[src/rtl/tbcf_pkg.sv]
`timescale 1ns / 1ps

package tbcf_pkg;

    localparam int unsigned BYTE_W  = 8;
    localparam int unsigned POS_W   = 9;
    localparam int unsigned CAP_W   = 9;

    localparam logic [CAP_W-1:0] CAP_RESET = 9'd64;

    typedef enum logic [1:0] {
        PH_TYPE  = 2'd0,
        PH_LEN   = 2'd1,
        PH_VALUE = 2'd2
    } t_phase;

    typedef struct packed {
        logic [BYTE_W-1:0] data_byte;
        logic              start_req;
        logic [BYTE_W-1:0] wanted_type;
    } t_item;

    typedef struct packed {
        logic              status;
        logic              found;
        logic [BYTE_W-1:0] found_length;
        logic [POS_W-1:0]  found_offset;
        logic [BYTE_W-1:0] entry_total;
    } t_result;

endpackage

[src/rtl/tbcf_parser.sv]
`timescale 1ns / 1ps

module tbcf_parser (
    input  logic                          i_clk,
    input  logic                          i_rst_n,
    input  logic                          i_adv,
    input  tbcf_pkg::t_item               i_item,
    input  logic [tbcf_pkg::CAP_W-1:0]    i_capacity,
    output logic                          o_emit,
    output tbcf_pkg::t_result             o_result
);
    import tbcf_pkg::*;

    logic              r_active, n_active;
    logic [BYTE_W-1:0] r_decl, n_decl;
    logic [POS_W-1:0]  r_pos, n_pos;
    t_phase            r_phase, n_phase;
    logic [BYTE_W-1:0] r_rem, n_rem;
    logic [BYTE_W-1:0] r_search, n_search;
    logic              r_cur_match, n_cur_match;
    logic              r_match_seen, n_match_seen;
    logic [BYTE_W-1:0] r_match_len, n_match_len;
    logic [POS_W-1:0]  r_match_off, n_match_off;
    logic [BYTE_W-1:0] r_entries, n_entries;

    logic              emit;
    logic              corrupt;
    logic [POS_W-1:0]  pos_inc;
    logic [POS_W:0]    end_sum;
    logic [BYTE_W-1:0] b;

    always_comb begin
        b            = i_item.data_byte;
        pos_inc      = r_pos + 1'b1;
        end_sum      = {1'b0, pos_inc} + {2'b00, b};
        n_active     = r_active;
        n_decl       = r_decl;
        n_pos        = r_pos;
        n_phase      = r_phase;
        n_rem        = r_rem;
        n_search     = r_search;
        n_cur_match  = r_cur_match;
        n_match_seen = r_match_seen;
        n_match_len  = r_match_len;
        n_match_off  = r_match_off;
        n_entries    = r_entries;
        emit         = 1'b0;
        corrupt      = 1'b0;

        if (i_item.start_req) begin
            n_decl       = b;
            n_search     = i_item.wanted_type;
            n_pos        = '0;
            n_phase      = PH_TYPE;
            n_rem        = '0;
            n_cur_match  = 1'b0;
            n_match_seen = 1'b0;
            n_match_len  = '0;
            n_match_off  = '0;
            n_entries    = '0;
            n_active     = 1'b1;
            if ({1'b0, b} > i_capacity) begin
                emit    = 1'b1;
                corrupt = 1'b1;
            end else if (b == '0) begin
                emit = 1'b1;
            end
        end else if (r_active) begin
            n_pos = pos_inc;
            unique case (r_phase)
                PH_LEN: begin
                    if (end_sum > {2'b00, r_decl} || end_sum >= {1'b0, i_capacity}) begin
                        emit    = 1'b1;
                        corrupt = 1'b1;
                    end else begin
                        if (r_cur_match) begin
                            n_match_seen = 1'b1;
                            n_match_len  = b;
                            n_match_off  = pos_inc + 1'b1;
                        end
                        n_cur_match = 1'b0;
                        if (b == '0) begin
                            n_entries = r_entries + 1'b1;
                            n_phase   = PH_TYPE;
                        end else begin
                            n_rem   = b;
                            n_phase = PH_VALUE;
                        end
                    end
                end
                PH_VALUE: begin
                    n_rem = r_rem - 1'b1;
                    if (n_rem == '0) begin
                        n_entries = r_entries + 1'b1;
                        n_phase   = PH_TYPE;
                    end
                end
                default: begin
                    n_cur_match = (b == r_search) && !r_match_seen;
                    n_phase     = PH_LEN;
                    if (pos_inc >= {1'b0, r_decl}) begin
                        emit    = 1'b1;
                        corrupt = 1'b1;
                    end
                end
            endcase
            if (!emit && pos_inc >= {1'b0, r_decl}) begin
                emit = 1'b1;
            end
        end

        if (emit) begin
            n_active = 1'b0;
        end
    end

    always_comb begin
        o_emit                = emit;
        o_result.status       = corrupt;
        o_result.found        = !corrupt && n_match_seen;
        o_result.found_length = (!corrupt && n_match_seen) ? n_match_len : '0;
        o_result.found_offset = (!corrupt && n_match_seen) ? n_match_off : '0;
        o_result.entry_total  = n_entries;
    end

    always_ff @(posedge i_clk) begin
        if (!i_rst_n) begin
            r_active     <= 1'b0;
            r_decl       <= '0;
            r_pos        <= '0;
            r_phase      <= PH_TYPE;
            r_rem        <= '0;
            r_search     <= '0;
            r_cur_match  <= 1'b0;
            r_match_seen <= 1'b0;
            r_match_len  <= '0;
            r_match_off  <= '0;
            r_entries    <= '0;
        end else if (i_adv) begin
            r_active     <= n_active;
            r_decl       <= n_decl;
            r_pos        <= n_pos;
            r_phase      <= n_phase;
            r_rem        <= n_rem;
            r_search     <= n_search;
            r_cur_match  <= n_cur_match;
            r_match_seen <= n_match_seen;
            r_match_len  <= n_match_len;
            r_match_off  <= n_match_off;
            r_entries    <= n_entries;
        end
    end

endmodule

[src/rtl/tlv_blob_check_and_find_core.sv]
`timescale 1ns / 1ps

// TLV blob checker and finder.
// Input channel (i_in_valid / o_in_stall) carries one blob byte per word:
// i_start_req marks the length byte and samples i_wanted_type. Output channel
// (o_out_valid / i_out_stall) carries one result word per blob, given at the
// last declared byte or at the first framing error; bytes after that are
// dropped until the next start, and a new start abandons an open blob.
// Configuration: i_cfg_we writes i_cfg_data into the buffer capacity register
// (reset value 64); write it only while no blob is in flight.
// Throughput: one byte per cycle unless its result must wait for the
// occupied result register; the per-byte parse is one counter update and
// two bound compares between the input register and the result register.
// Reset (synchronous, active low) empties both registers and closes any blob.
// When the receiver stalls, the result register holds; the input register
// still advances bytes that make no result, and stalls the sender only when a
// second result would need the occupied result register.
module tlv_blob_check_and_find_core (
    input  logic                          i_clk,
    input  logic                          i_rst_n,
    input  logic                          i_cfg_we,
    input  logic [tbcf_pkg::CAP_W-1:0]    i_cfg_data,
    input  logic                          i_in_valid,
    output logic                          o_in_stall,
    input  logic [tbcf_pkg::BYTE_W-1:0]   i_data_byte,
    input  logic                          i_start_req,
    input  logic [tbcf_pkg::BYTE_W-1:0]   i_wanted_type,
    output logic                          o_out_valid,
    input  logic                          i_out_stall,
    output logic                          o_status,
    output logic                          o_found,
    output logic [tbcf_pkg::BYTE_W-1:0]   o_found_length,
    output logic [tbcf_pkg::POS_W-1:0]    o_found_offset,
    output logic [tbcf_pkg::BYTE_W-1:0]   o_entry_total
);
    import tbcf_pkg::*;

    logic [CAP_W-1:0] r_capacity;

    // Input register
    logic             r_in_valid;
    t_item            r_item;

    // Result register
    logic             r_out_valid;
    t_result          r_result;

    logic             emit;
    t_result          result;
    logic             out_free;
    logic             adv;
    logic             in_take;

    assign out_free   = !r_out_valid || !i_out_stall;
    // Advance the held byte unless it makes a result that cannot be stored yet.
    assign adv        = r_in_valid && (!emit || out_free);
    assign o_in_stall = r_in_valid && !adv;
    assign in_take    = i_in_valid && !o_in_stall;

    tbcf_parser u_parser (
        .i_clk      (i_clk),
        .i_rst_n    (i_rst_n),
        .i_adv      (adv),
        .i_item     (r_item),
        .i_capacity (r_capacity),
        .o_emit     (emit),
        .o_result   (result)
    );

    always_ff @(posedge i_clk) begin
        if (!i_rst_n) begin
            r_capacity <= CAP_RESET;
        end else if (i_cfg_we) begin
            r_capacity <= i_cfg_data;
        end
    end

    always_ff @(posedge i_clk) begin
        if (!i_rst_n) begin
            r_in_valid <= 1'b0;
        end else if (in_take) begin
            r_in_valid <= 1'b1;
        end else if (adv) begin
            r_in_valid <= 1'b0;
        end
    end

    always_ff @(posedge i_clk) begin
        if (in_take) begin
            r_item.data_byte   <= i_data_byte;
            r_item.start_req   <= i_start_req;
            r_item.wanted_type <= i_wanted_type;
        end
    end

    always_ff @(posedge i_clk) begin
        if (!i_rst_n) begin
            r_out_valid <= 1'b0;
        end else if (adv && emit) begin
            r_out_valid <= 1'b1;
        end else if (!i_out_stall) begin
            r_out_valid <= 1'b0;
        end
    end

    always_ff @(posedge i_clk) begin
        if (adv && emit) begin
            r_result <= result;
        end
    end

    assign o_out_valid    = r_out_valid;
    assign o_status       = r_result.status;
    assign o_found        = r_result.found;
    assign o_found_length = r_result.found_length;
    assign o_found_offset = r_result.found_offset;
    assign o_entry_total  = r_result.entry_total;

endmodule

[config.mk]
export PLATFORM = sky130hd
export DESIGN_NAME = tlv_blob_check_and_find_core
export DESIGN_NICKNAME = d
export VERILOG_FILES = /design/src/rtl/tbcf_pkg.sv /design/src/rtl/tbcf_parser.sv /design/src/rtl/tlv_blob_check_and_find_core.sv
export SDC_FILE = /design/constraint.sdc
export NUM_CORES = 1
export LEC_CHECK = 0
export BUFFER_PORTS_ARGS = -buffer_cell sky130_fd_sc_hd__buf_2
export CORE_ASPECT_RATIO = 1.1
export CORE_MARGIN = 3
export CORE_UTILIZATION = 59
export DETAILED_ROUTE_END_ITERATION = 10
export GPL_ROUTABILITY_DRIVEN = 0
export PLACE_DENSITY = 0.9
export SLEW_MARGIN = 25
export SYNTH_ARGS = -nofsm -noshare
export SYNTH_HDL_FRONTEND = slang
export SYNTH_SLANG_ARGS = --single-unit
[constraint.sdc]
create_clock -name i_clk -period 11.35 [get_ports i_clk]
set_input_delay 0 -clock i_clk [delete_from_list [all_inputs] [get_ports i_clk]]
set_output_delay 0 -clock i_clk [all_outputs]
set_load 0.005 [all_outputs]
Yosys cells after proc, flatten, opt, wreduce, memory -nomap -nowiden --
Cells that the tools add are included.
Storage, ports and cells: bits in registers 118, latch bits 0, RAM bits 0, ROM bits 0, bits of input ports 31, output and inout port bits 29, word-level logic and storage cells 126, memories kept 0
Operators by class: $add $sub $neg 5, $mul 0, div/mod/pow operators 0, $lt $le $gt $ge 4, equality and inequality tests 8, shifts and indexed selects 0, mux-type cells 57, bitwise gates (word level) 0, reductions and logical operators 30
Operator list (count):
- two-way mux 8 bit | 14
- two-way mux 9 bit | 7
- case mux 8 bit (2 select lines) | 2
- two-way mux 1 bit | 26
- adder 9 x 1 -> 9 bit, second input constant | 2
- zero test 8 bit | 2
- adder 9 x 8 -> 10 bit | 1
- greater-or-equal comparator 10 x 9 -> 1 bit | 1
- greater-than comparator 10 x 8 -> 1 bit | 1
- two-way mux 2 bit | 5
- greater-or-equal comparator 9 x 8 -> 1 bit | 1
- greater-than comparator 8 x 9 -> 1 bit | 1
- adder 8 x 1 -> 8 bit, second input constant | 1
- == test 8 bit | 1
- zero test 1 bit | 8
- AND reduction 4 bit | 2
- subtractor 8 x 1 -> 8 bit, second input constant | 1
- logical AND 1 bit | 7
- inequality test 3 bit, second input constant | 2
- AND reduction 2 bit | 3
- nonzero test 2 bit | 3
- AND reduction 5 bit | 1
- case mux 1 bit (2 select lines) | 2
- case mux 2 bit (2 select lines) | 1
- other kinds (7) | 9

Logic depth before layout (Yosys ltp) --
Gate-level depths: netlist (run 1).
word-level depth 21, depth in mapped cells 23, depth with buffers taken out 20

Cells and area by module --
A second synthesis (run 1) with hierarchy kept.
Unflattened totals: cell total of the unflattened synthesis 739, area, all modules 6856.6 um^2
Modules (own cells, without submodules):
- tbcf_parser | instances 1, cells an instance 655, area an instance 5101.1 um^2, sequential area each 1261.2 um^2
- tlv_blob_check_and_find_core | instances 1, cells an instance 84, area an instance 1755.4 um^2, sequential area each 1541.5 um^2

Worst setup path before layout (run 1) --
Ideal clock, no wire load.
path type register to register, start point reg u_parser.r_pos[0], end point reg r_item[0] (netlist bit) (enable), setup time 393 ps, arrival 4874 ps, data required time 10957 ps, slack 6083 ps, stages on the path, launching flop included 22, buffers on the path 1, period minus slack after synthesis 5267 ps, path through dfxtp_1 -> clkbuf_1 -> inv_1 -> ha_1 -> inv_1 -> ha_1 -> a21oi_1 -> a21boi_0 -> o21a_1 -> nor2_1 -> o21bai_1 -> a21oi_1 -> xnor2_1 -> ha_1 -> a22oi_1 -> nand2_1 -> o32ai_1 -> o21ai_1 -> a2111oi_4 -> nor2_1 -> and3_1 -> nor2b_1
On the way: cells in the longest elaborated chain, start to end 20, elaborated cells on any way between the ends 23, those cells by class add/sub (2); order compare (3); mux (8); reduce/logical (10)
RTL lines:
- start, declared | line tbcf_parser.sv:16 | logic [POS_W-1:0] r_pos, n_pos;
- start signal, assigned | line tbcf_parser.sv:142 | r_pos <= n_pos;
- adder 9 x 1 -> 9 bit * | line tbcf_parser.sv:34 | pos_inc = r_pos + 1'b1;
- adder 9 x 8 -> 10 bit | line tbcf_parser.sv:35 | end_sum = {1'b0, pos_inc} + {2'b00, b};
- greater-than comparator 10 x 8 -> 1 bit or greater-or-equal comparator 10 x 9 -> 1 bit (tied branches) | line tbcf_parser.sv:72 | if (end_sum > {2'b00, r_decl} || end_sum >= {1'b0, i_capacity}) begin
- logical OR 1 bit | line tbcf_parser.sv:72
- two-way mux 1 bit | line tbcf_parser.sv:72
- case mux 1 bit (2 select lines) | line tbcf_parser.sv:70 | unique case (r_phase)
- two-way mux 1 bit | line tbcf_parser.sv:68 | end else if (r_active) begin
- two-way mux 1 bit | line tbcf_parser.sv:50 | if (i_item.start_req) begin
- (+6 left out)
- logical OR 1 bit * | line tlv_blob_check_and_find_core.sv:56 | assign adv = r_in_valid && (!emit || out_free);
- logical AND 1 bit * | line tlv_blob_check_and_find_core.sv:56
- zero test 1 bit * | line tlv_blob_check_and_find_core.sv:57 | assign o_in_stall = r_in_valid && !adv;
- logical AND 1 bit * | line tlv_blob_check_and_find_core.sv:57
- via o_in_stall | line tlv_blob_check_and_find_core.sv:24 | output logic o_in_stall,
- zero test 1 bit * | line tlv_blob_check_and_find_core.sv:58 | assign in_take = i_in_valid && !o_in_stall;
- logical AND 1 bit * | line tlv_blob_check_and_find_core.sv:58
- via in_take | line tlv_blob_check_and_find_core.sv:52 | logic in_take;
- end, declared | line tlv_blob_check_and_find_core.sv:42 | t_item r_item;
The timed path passes the listed nets; every way through them passes the cells marked *. The select of a mux whose other input is x is not followed. A chain may end at the register's enable or synchronous reset.

Final worst setup path (run 1) --
start point reg u_parser.r_pos[0], end point reg r_result, in the netlist o_found_offset[1], data pin
On the way: cells in the longest elaborated chain, start to end 10, elaborated cells on any way between the ends 23, those cells by class add/sub (3); order compare (3); mux (14); reduce/logical (3)
RTL lines:
- adder 9 x 1 -> 9 bit * | line tbcf_parser.sv:34
- adder 9 x 8 -> 10 bit | line tbcf_parser.sv:35
- greater-than comparator 10 x 8 -> 1 bit or greater-or-equal comparator 10 x 9 -> 1 bit (tied branches) | line tbcf_parser.sv:72
- logical OR 1 bit | line tbcf_parser.sv:72
- two-way mux 1 bit | line tbcf_parser.sv:72
- case mux 1 bit (2 select lines) | line tbcf_parser.sv:70
- two-way mux 1 bit | line tbcf_parser.sv:68
- two-way mux 1 bit | line tbcf_parser.sv:50
- zero test 1 bit | line tbcf_parser.sv:122 | o_result.found_offset = (!corrupt && n_match_seen) ? n_match_off : '0;
- logical AND 1 bit | line tbcf_parser.sv:122
- end signal, assigned | line tlv_blob_check_and_find_core.sv:108 | r_result <= result;
- end, declared | line tlv_blob_check_and_find_core.sv:46 | t_result r_result;
Mark *: on every way between the ends. The rest lies on a longest branch, timed or not.

==> results of run 1 <==
[report_power, final]
group          leakage, nW  switching, mW  total (mW)  internal (mW)
Sequential            1.03         0.0154       0.466          0.451
Combinational         1.87         0.0671       0.112         0.0454
Clock                0.295          0.204       0.568          0.364
Total                 3.19          0.287        1.15          0.860
[worst paths after layout]
path	cells after the start	startpoint	endpoint	slack (ns)
setup / recovery	18	u_parser.r_pos[0]	o_found_offset[1]	5.38
hold reg to reg	2	u_parser.r_phase[0]	u_parser.r_phase[0]	0.48
setup reg to reg	18	u_parser.r_pos[0]	o_found_offset[1]	5.38
hold / removal	2	i_cfg_we	r_capacity[6]	0.02
[worst max-delay path, cell delays in order (launching register included)]
cell and delay, ns:
dfxtp_1 0.58, ha_1 0.35, nand3_1 0.13, xor2_1 0.38, inv_1 0.13, ha_1 0.24
nor3_1 0.37, and4_1 0.33, o21a_1 0.23, nor2_1 0.09, ha_1 0.21, nor3_1 0.22
nand2_1 0.10, o32ai_1 0.42, o21ai_1 0.42, a21oi_2 0.41, a2bb2oi_1 0.37, o221ai_2 0.42
a211oi_1 0.37
[stage by stage]
stage / total power [mW] / cells / utilization, %
finish: 1.15 / 968 / 73.0
floorplan: 0.536 / 731 / -
detailed placement: 0.569 / 907 / 64.8
global route: 1.17 / 968 / 73.0
global placement: 0.563 / 907 / 64.8
CTS: 1.13 / 967 / 72.8
[sequential cells by signal, indices dropped and copies added (netlist names)]
| signal | flops |
|---|---|
| r_item | 17 |
| o_out_valid | 1 |
| o_found | 1 |
| o_found_offset | 9 |
| u_parser.r_match_len | 8 |
| u_parser.r_decl | 8 |
| r_in_valid | 1 |
| u_parser.r_search | 8 |
| o_status | 1 |
| u_parser.r_cur_match | 1 |
| u_parser.r_active | 1 |
| u_parser.r_rem | 8 |
| o_found_length | 8 |
| u_parser.r_phase | 2 |
| u_parser.r_match_seen | 1 |
| u_parser.r_match_off | 9 |
| o_entry_total | 8 |
| u_parser.r_entries | 8 |
| u_parser.r_pos | 9 |
| r_capacity | 9 |
[cell usage in the layout, fill, tap and decap left out, types with 3 or more instances in the layout]
cell type and instances:
nand2_1 89, dfxtp_1 74, buf_2 59, nor2_1 58, ha_1 49, edfxtp_1 44
inv_1 40, mux2i_1 36, a21oi_1 33, nand3_1 29, dlygate4sd3_1 28, clkbuf_16 18
xnor2_1 16, xor2_1 15, o21ai_0 14, nand4_1 13, a22o_1 13, nor3_1 12
and3_1 11, o21a_1 10, o21ai_1 10, a211oi_1 10, o211ai_1 10, o22ai_1 7
nor2b_1 6, nor4_1 5, a21o_1 5, a31oi_1 5, o31ai_1 4, buf_4 4
and4_1 3, nand2b_1 3, or2_2 3, a31o_1 3, or4_1 3, o2bb2ai_1 3
clkinv_2 3, bufinv_16 3, clkinvlp_4 3
[routing by layer]
metal | GRT usage, % | wire (um) | vias up
met5 | 0.840 | 0 | -
li1 | - | - | 2820
met2 | 52.5 | 9610 | 468
met3 | 9.07 | 2080 | 145
met4 | 21.9 | 1470 | 0
met1 | 36.2 | 6910 | 2947
[logic make-up (layout without fill, tap and decap cells)]
logic type	Yosys count	after routing	synth area share, %
multiplexers	37	37	5.46
buffers and inverters	77	167	4.41
adder cells (fa/ha/maj)	50	50	9.29
flip-flops	118	118	41.1
AO/OA/AOI/OAI	166	166	17.8
XOR/XNOR	32	32	4.22
AND/OR/NAND/NOR	251	251	17.7
[timing repair]
action / CTS / global route
hold buffers: 28 / 0
resized for setup: 0 / 0
endpoints found under the hold margin: 28 / 0
[area by class of cell]
| class | instances | area [um^2] |
|---|---|---|
| Sequential cell | 118 | 2800 |
| Tap cell | 147 | 184 |
| Timing Repair Buffer | 92 | 617 |
| Multi-Input combinational cell | 536 | 3730 |
| Clock buffer | 21 | 472 |
| Clock inverter | 11 | 145 |
| Fill cell | 703 | 3000 |
| Inverter | 43 | 161 |
==> qor.yml, run 1 <==
status:
  status: "completed"
power:
  p_leak_nw: 3.19
  power.density_nw_per_um2: 141
  ir_worst_vdd_mv: 0.108
place:
  placement.io_buffers: 59
  dpl_cell_area_um2: 7190
  hpwl_um: 12300
  pre_cts_ws_ns: 5.49
yosys:
  yosys_most_used_dff: "dfxtp_1"
  yosys.cell_count.top_type: "nand2_1"
  ys_ff_latch: 118
  syn_inst: 731
  synth_edf_count: 44
  syn_nets: 812
  synthArstFlopShare_pct: 0
  yosys-top-cells-area: "dfxtp_1 (22%), edfxtp_1 (19%), ha_1 (9.0%), mux2i_1 (5.3%), nand2_1 (4.9%)"
  yosysUniqueCellTypes: 84
  syn-cell-area_um2: 6810
  synthDominantCellAreaShare_pct: 21.7
  synth_top_area_cell: "dfxtp_1"
  avgSynthCellArea_um2: 9.32
  synth_common_cells: "nand2_1 (89), dfxtp_1 (74), nor2_1 (58)"
  ys_seq_area_share_pct: 41.1
  synth_warnings: 0
route:
  via_per_inst: 6.59
  antenna_left: 0
  drt_pass1_iterations: 6
  first_iter_violations: 672
  routed_wl_um: 20100
  wire_per_inst_um: 20.7
  drcViolationCount: 0
  vias: 6380
cts:
  postCtsSetupRepairBufs: 0
  clock_sinks: 118
  cts_tree: "yes"
  path_clk_slew_ns: 0.06
  cts_buffer_depth: 2
  worstSkewPairLatency_ns: 0.43
  numCtsBuffers: 17
  root_buffer: "clkbuf_16"
  htreeDepth: 4
critical_path:
  critPathMaxFanout: 18
  end_kind: "register"
  worstSetupStartpointType: "register"
  cp.arrival_ns: 6.20
  crit_required_ns: 11.58
  worstSetupPathType: "register to register"
finish:
  syn2layout_area_growth_pct: 19.0
  num_antenna_cells: 0
  final_area_um2: 8110
  drive_above_1_share_pct: 14.4
  nNetsFinal: 889
global_route:
  grt_pass1_vias: 6429
  grt_pass1_wl_um: 32200
  grt_usage_pct: 32.3
  antenna_found_initial: 0
  gr-total-overflow: 0
  grt_max_degree: 33
floorplanning:
  coreArea_um2: 11100
  rows: 40
  initial_core_util_pct: 61.3
  dieWidth_um: 108
  die_h_um: 119
  die-area_um2: 12900
  io_pins: 60
timing:
  rsz0062_at_grt: "no"
  fin_ws_ns: 5.38
  slew_headroom_pct: 35.0
  max_freq_ghz: 0.167
  hold_viol_final: 0
  drv_slew: 0
  worst_slew_pin_slew_ns: 0.976
  finalHoldWorstSlack_ns: 0.0206
  skew_ns: 0.00998
  setup_viol: 0
  fin_crit_sh_pct: 52.6
  period_minus_slack_ns: 5.97
  setup_tns_ns: 0
worst_hold_path:
  min_path_type: "primary input to register"
job:
  max_cap_viol_count: 0
Power figures use the tool's default switching activity.
==> run 2: changes to the inputs <==
Settings changed: CORE_UTILIZATION 59 to 54, PLACE_DENSITY 0.9 to 0.87.
Clock period 11.35 ns to 4.95 ns, I/O delays scaled along.
==> run 2 against run 1 <==
Combinational power rose by 150%. Largest cell class unchanged. Global-route usage is 4.8 points lower. Design area is 2.9% higher. Non-clock buffer count increased by 24. Via count fell by 2.9%. Largest power group unchanged.
==> qor.yml, run 2 (same netlist as run 1, synthesis figures left out) <==
status:
  status: "completed"
timing:
  slew_headroom_pct: 38.2
  skew_ns: 0.0110
  finalHoldWorstSlack_ns: 0.0157
  period_minus_slack_ns: 4.70
  drv_slew: 0
  max_freq_ghz: 0.213
  hold_viol_final: 0
  setup_viol: 0
  fin_crit_sh_pct: 94.9
  fin_ws_ns: 0.252
  worst_slew_pin_slew_ns: 0.927
route:
  wire_per_inst_um: 18.5
  via_per_inst: 6.20
  antenna_left: 0
  drcViolationCount: 0
  first_iter_violations: 478
  routed_wl_um: 18500
  drt_pass1_iterations: 5
  vias: 6193
power:
  ir_worst_vdd_mv: 0.202
  p_leak_nw: 3.30
  power.density_nw_per_um2: 297
  p_seq_share_pct: 42.7
  p_int_mw: 1.84
  p_sw_mw: 0.639
  clock_power_share_pct: 46.2
  p_comb_share_pct: 11.2
  finalPower_mw: 2.48
  swShare_pct: 25.7
place:
  placement.io_buffers: 59
  hpwl_um: 12200
  dpl_cell_area_um2: 7400
  pre_cts_ws_ns: -0.0283
job:
  max_cap_viol_count: 0
global_route:
  grt_usage_pct: 27.5
  gr-total-overflow: 0
  grt_max_degree: 33
  antenna_found_initial: 0
  grt_pass1_vias: 6223
  grt_pass1_wl_um: 30100
critical_path:
  critPathLaunch: "u_parser.r_pos[1]"
  worstSetupStartpointType: "register"
  critPathMaxFanout: 8
  end_kind: "register"
  cp.arrival_ns: 5.01
  worstSetupPathType: "register to register"
  rr_startpoint: "u_parser.r_pos[1]"
  crit_required_ns: 5.26
floorplanning:
  rows: 42
  die_h_um: 124
  io_pins: 60
  coreArea_um2: 12200
  die-area_um2: 14000
  dieWidth_um: 113
  initial_core_util_pct: 55.9
finish:
  final_area_um2: 8350
  top_register: "r_item"
  syn2layout_area_growth_pct: 22.5
  nNetsFinal: 913
  drive_above_1_share_pct: 18.1
  final_cell_mix: "nand2_1 (89), dfxtp_1 (72), buf_2 (59)"
  final_common_cell: "nand2_1"
  num_antenna_cells: 0
  largest_reg_flops: 17
cts:
  cts_tree: "yes"
  worstSkewPairLatency_ns: 0.43
  cts_buffer_depth: 2
  path_clk_slew_ns: 0.06
  numCtsBuffers: 17
  htreeDepth: 4
  clock_sinks: 118
  root_buffer: "clkbuf_16"
worst_hold_path:
  min_path_type: "primary input to register"
  hp-start: "i_cfg_we"
run 2: routing by layer:
layer / GRT usage (%) / up-vias / routed length (um)
met5: 0 / - / 0
met4: 15.6 / 0 / 868
met3: 7.24 / 77 / 1340
met2: 46.3 / 298 / 9070
met1: 32.0 / 2939 / 7240
li1: - / 2879 / -
run 2: critical path: stages (launching register included):
cell	delay, ns
dfxtp_2	0.37
ha_1	0.21
nand2_1	0.09
or2_2	0.29
nand2_1	0.11
ha_1	0.29
a21boi_1	0.17
o21a_1	0.19
nor2_2	0.13
o21bai_1	0.09
a21oi_1	0.21
xnor2_1	0.13
ha_1	0.32
o21a_1	0.13
o21ai_0	0.18
o21ai_4	0.36
a21oi_2	0.08
buf_4	0.18
a221oi_1	0.62
nor2_4	0.17
a31o_1	0.27
run 2: what timing repair did:
action / CTS / global route
endpoints found under the hold margin: 28 / 0
cloned: 0 / 0
pin swaps: 0 / 2
endpoints found under the setup margin: 37 / 120
hold buffers: 29 / 0
resized for setup: 3 / 16
setup buffers: 0 / 0
run 2: path summary, 6_finish.rpt:
path                             end  slack [ns]  cells after the start
max                u_parser.r_rem[2]        0.25                     20
min                    r_capacity[6]        0.02                      2
max reg2reg        u_parser.r_rem[2]        0.25                     20
min reg2reg  u_parser.r_match_off[7]        0.47                      2
run 2: metrics by stage:
step	std cells	utilization (%)	TNS (ns)
6_report	999	68.5	0
5_1_grt	999	68.5	-1.17
4_1_cts	999	67.8	0
3_5_place_dp	938	60.7	-0.546
3_3_place_gp	938	60.7	0
2_1_floorplan	731	-	0
run 2: power groups by stage:
stage          Clock, mW  Combinational, mW  Sequential, mW
3_5_place_dp           0              0.236            1.08
3_3_place_gp           0              0.231            1.08
5_1_grt             1.20              0.304            1.06
6_report            1.15              0.277            1.06
4_1_cts             1.15              0.259            1.06
2_1_floorplan          0              0.161            1.07
run 2: area by class of cell:
cell class	count	area (um^2)
Inverter	43	161
Tap cell	154	193
Sequential cell	118	2810
Multi-Input combinational cell	536	3820
Fill cell	907	3850
Clock inverter	11	75.1
Clock buffer	21	482
Timing Repair Buffer	116	812
